File: src/rtl/core/mvsm_pkg.sv
// Shared widths, action codes and rounding helpers for the sample mixer.
package mvsm_pkg;

   localparam int VOICES       = 64;
   localparam int SAMPLE_WORDS = 65536;
   localparam int ASSETS       = 16;

   localparam int VOICE_W  = $clog2(VOICES);
   localparam int ADDR_W   = $clog2(SAMPLE_WORDS);
   localparam int ASSET_W  = 4;
   localparam int COUNT_W  = 7;
   localparam int MUL_A_W  = 28;
   localparam int MUL_B_W  = 16;
   localparam int PROD_W   = MUL_A_W + MUL_B_W + 1;
   localparam int SUM_W    = 28;
   localparam int POS_W    = 30;
   localparam int FRAC_W   = 14;
   localparam int ONE_Q14  = 16384;

   localparam int REQ_DATA_W = 136;
   localparam int RSP_DATA_W = 40;

   typedef enum logic [2:0] {
      ACT_LOAD_SAMPLE = 3'd0,
      ACT_LOAD_ASSET  = 3'd1,
      ACT_START       = 3'd2,
      ACT_STOP        = 3'd3,
      ACT_TICK        = 3'd4
   } action_type;

   typedef enum logic [1:0] {
      CSR_MASTER = 2'd0,
      CSR_MUSIC  = 2'd1,
      CSR_EFFECT = 2'd2
   } csr_index_type;

   typedef struct packed {
      logic signed [MUL_A_W-1:0] op_a;
      logic        [MUL_B_W-1:0] op_b;
   } mul_req_type;

   // add half an LSB, then floor
   function automatic logic signed [PROD_W-1:0] round_shift(
      input logic signed [PROD_W-1:0] v, input int unsigned n);
      logic signed [PROD_W-1:0] half;
      half = $signed(PROD_W'(1) << (n - 1));
      return (v + half) >>> n;
   endfunction

   // {clip, value}
   function automatic logic [16:0] saturate16(input logic signed [PROD_W-1:0] v);
      logic [16:0] r;
      if (v > 45'sd32767) r = {1'b1, 16'h7FFF};
      else if (v < -45'sd32768) r = {1'b1, 16'h8000};
      else r = {1'b0, v[15:0]};
      return r;
   endfunction

endpackage

File: src/rtl/core/mvsm_mul_unit.sv
// Shared signed-by-unsigned multiplier with a registered product.
module mvsm_mul_unit
   import mvsm_pkg::*;
(
   input  logic                     clock,
   input  mul_req_type              req,
   output logic signed [PROD_W-1:0] prod
);

   logic signed [PROD_W-1:0] prod_ff;
   logic signed [MUL_B_W:0]  b_ext;

   assign b_ext = $signed({1'b0, req.op_b});

   always_ff @(posedge clock) begin
      prod_ff <= PROD_W'(req.op_a * b_ext);
   end

   assign prod = prod_ff;

endmodule

File: config.mk
export PLATFORM = sky130hd
export DESIGN_NAME = mvsm_mul_unit
export DESIGN_NICKNAME = d
export VERILOG_FILES = /design/src/rtl/core/mvsm_pkg.sv /design/src/rtl/core/mvsm_mul_unit.sv
export SDC_FILE = /design/constraint.sdc
export NUM_CORES = 1
export LEC_CHECK = 0
export ABC_AREA = 1
export BUFFER_PORTS_ARGS = -buffer_cell sky130_fd_sc_hd__buf_4
export CAP_MARGIN = 10
export CORE_MARGIN = 5
export CORE_UTILIZATION = 45
export DETAILED_ROUTE_END_ITERATION = 10
export PLACE_DENSITY_LB_ADDON = 0.05
export SYNTH_ARGS = -nofsm -noshare
export SYNTH_HDL_FRONTEND = slang
export SYNTH_SLANG_ARGS = --single-unit
File: constraint.sdc
create_clock -name clock -period 6.84 [get_ports clock]
set_input_delay 1.026 -clock clock [delete_from_list [all_inputs] [get_ports clock]]
set_output_delay 1.026 -clock clock [all_outputs]
set_load 0.005 [all_outputs]
After elaboration in Yosys (flattened, before gate mapping)
Cells that the tools add are included.
{ "classes": {"n_mul": 1} }
{ "op_table": {"columns": ["operator", "count"], "rows": [
  ["$mul A28 B17 Y45", 1]
]} }
{ "word_totals": {"wordCells": 2, "output_inout_bits": 45, "register_bits": 45, "inputBits": 45} }

Longest topological paths before layout
{ "depth": {"word_depth": 1, "depth_mapped": 27, "ltp_nobuf": 25} }

Least setup slack after synthesis
OpenSTA, ideal clock, no wires.
{ "synth_path": {"path_kind": "input to register", "from": "input req[3] in the netlist's numbering", "to": "register prod_ff[44], in the netlist prod[44]", "arrival_ns": 6.157, "n_path_buf": 2, "stages": 21, "slack_ns": 0.569, "setup_ns": 0.114, "t_required_ns": 6.726, "path_cell_list": "clkbuf_1 > buf_1 > nand2_1 > fa_1 > fa_1 > inv_1 > fa_1 > fa_1 > fa_1 > inv_1 > fa_1 > inv_1 > ha_1 > nand2_1 > inv_1 > a21oi_1 > a21oi_1 > nor2_1 > nand3_1 > nand2_1 > nand2_1"} }
{ "synth_between": {"elab_chain_cells": 1} }
{ "synth_lines": {"columns": ["item", "line", "source"], "rows": [
  ["start, declared", "mvsm_mul_unit.sv:6", "input mul_req_type req,"],
  ["$mul A28 B17 Y45", "mvsm_mul_unit.sv:16", "prod_ff <= PROD_W'(req.op_a * b_ext);"],
  ["end signal, assigned", "mvsm_mul_unit.sv:16", null],
  ["end, declared", "mvsm_mul_unit.sv:10", "logic signed [PROD_W-1:0] prod_ff;"]
]} }
No other way between the ends.

Final worst setup path
{ "layout_path": {"from": "input req[2] in the netlist's numbering", "to": "register prod_ff[43], in the netlist prod[43]"} }
Same word-level chain as after synthesis.

==> reports/results.ini <==
[floorplan]
die-area_sq_mm=0.0458
coreArea_sq_mm=0.0410
dieWidth_um=214
start_util=0.456
die_h_um=214
ios=90
rows=74

[worst_setup_path]
crit_fanout=28
critPathMaxStageDelay_ps=650
critPathKind=input port to register
crit_top_cell=fa_1
crit_chain=buf_4, nand2_1, fa_1, fa_1, inv_1, fa_1, inv_1, fa_1, fa_1, fa_1, inv_1, ha_1, nand2_1, nor2_1, nand2_1, nor2_2, nand3_1, nand4_1, nand2_1
crit_path_end_kind=register
cpMaxStageDelayCell=fa_1
cp_num_buf_inv=4
worstPathArrival_ps=6610
cp_top_family=adder cells
startpoint_type=input port
crit_required_ps=7020

[synth]
ys_dominant_reg_cell=dfxtp_1
synth_common_cells=847 x inv_1, 753 x nand2_1, 433 x fa_1, 109 x ha_1, 85 x clkbuf_1
synth_compound_area_frac=0.0122
synth_edf_count=0
muxShareOfSynthArea=0
synth_xor_area_frac=0.0103
synth_top_area_share=0.463
syn_nets=3122
synth_top_cell_by_area=fa_1
ys_seq_elements=45
synth_area_sq_mm=0.0187
synth_top_family_by_area=adder cells
ys_top_cells_by_area=fa_1 46%, inv_1 17%, nand2_1 15%
yosysSeqAreaShare=0.0481
yosys_warnings=0
synth_cells=2535
syn_avg_cell_area_sq_um=7.38
ys_types=30
synth_simple_gate_area_frac=0.203
synth_fa_ha_area_frac=0.536
synthArstFlopShare=0
yosysMostFrequentCell=inv_1

[sta]
slew_headroom=0.693
rsz0062_at_grt=no
fmaxAchievable_mhz=155
setup_viol=0
worstMarginPinSlew_ps=460
finalSetupTns_ps=0
hold_viol_final=0
fin_crit_sh=0.941
drv_slew=0
period_needed_ps=6430
hold_ws_ps=1100

[detailed_routing]
drtIter0Drc=686
drt-total-wl_um=49200
vias=14449
drc_errors=0
viasPerCell=4.72
drtPass1Iterations=5
drtAntennaViolNets=0
wire_per_inst_um=16.1

[cells_and_area]
n_fill_cell=4180
design_area_sq_mm=0.0198
areaGrowthSynthToFinish_pct=5.97
nets=3116
drive_above_1_share=0.0629
largest_register_ffs=45
antenna-diode-count=0

[global_route]
grt_max_degree=29
grt.overflow.total=0
grt_pass1_wl_um=83300
antenna_found_initial=0
grt_pass1_vias=15964
track_usage=0.223

[placed_design]
dp_hpwl_um=42800
gp_congestion=0.893
port_buffers=89
dpl_cell_area_sq_mm=0.0197

[clock_tree]
cts_tree=built
h-tree-depth=2
root_buffer=clkbuf_16
cts_resized=0
cts_setup_buffers=0
numCtsBuffers=5
clk_pin_slew_ps=60
hold_buffers=0
cts_buffer_depth=2
cts_sinks=45

[min_path]
hold_class=input port to register

[status]
status=finished, final reports clean

[job]
drv_cap=0

==> cell families after synthesis <==
family | count (synthesis)
buf+inv | 952
simple gates | 934
fa+ha+maj | 542
flops | 45
compound gates | 40
xor+xnor | 22
==> placed cells by master, fill, tap and decap left out <==
cell	instances
nand3_1	43
fa_1	433
nor2_1	66
ha_1	109
o21ai_1	1
o21bai_2	1
a21oi_2	2
o21a_1	2
buf_4	91
nand3_2	6
o21bai_1	3
nand4_2	1
a21oi_1	27
xor2_1	16
nand2_2	26
dfxtp_1	45
nor2_2	20
nor3_2	1
inv_1	847
nor3_1	2
nand2_1	753
nor2_4	3
xnor2_1	6
clkinv_2	1
nand2_4	1
a21o_1	1
nand3b_1	2
clkinv_1	1
bufinv_16	1
o21ai_0	3
nand4_1	10
clkbuf_16	5
==> tightest hold or removal path: stages <==
cell and delay [ps]:
buf_4 190, nand2_1 90, inv_1 40
==> metal layers <==
metal / global-route usage / routed length [um] / part of all wire / vias up
li1: - / - / - / 6884
met4: 0.0429 / 996 / 0.020 / 0
met2: 0.430 / 26100 / 0.53 / 284
met3: 0.0212 / 1790 / 0.036 / 52
met5: 0 / 0 / 0 / -
met1: 0.273 / 20300 / 0.41 / 7229
==> stage by stage <==
step                      setup slack [ps]  instances   util
after floorplan                        569       2535      -
after global placement                74.3       3054  0.480
after detailed placement              80.2       3054  0.480
after CTS                              371       3061  0.484
after global routing                  43.3       3061  0.484
final                                  406       3061  0.484
==> layout make-up <==
type                    count  area (sq um)  share of cell area
clock buffers               5           125             0.00631
clock inverters             2          35.0             0.00177
inverters                 848          3180               0.160
multi-input cells        1538         14200               0.718
flip-flops and latches     45           901              0.0454
well taps                 532           666              0.0336
repair buffers             91           683              0.0344
==> final timing paths <==
kind / from / endpoint / slack [ps] / cells past startpoint
worst max-delay path: req[2] / prod[43] / 410 / 19
worst min-delay path: req[16] / prod[0] / 1100 / 3
Power is not shown: default switching activity piles up to over one toggle a cycle in this logic, so the estimate is an artifact.
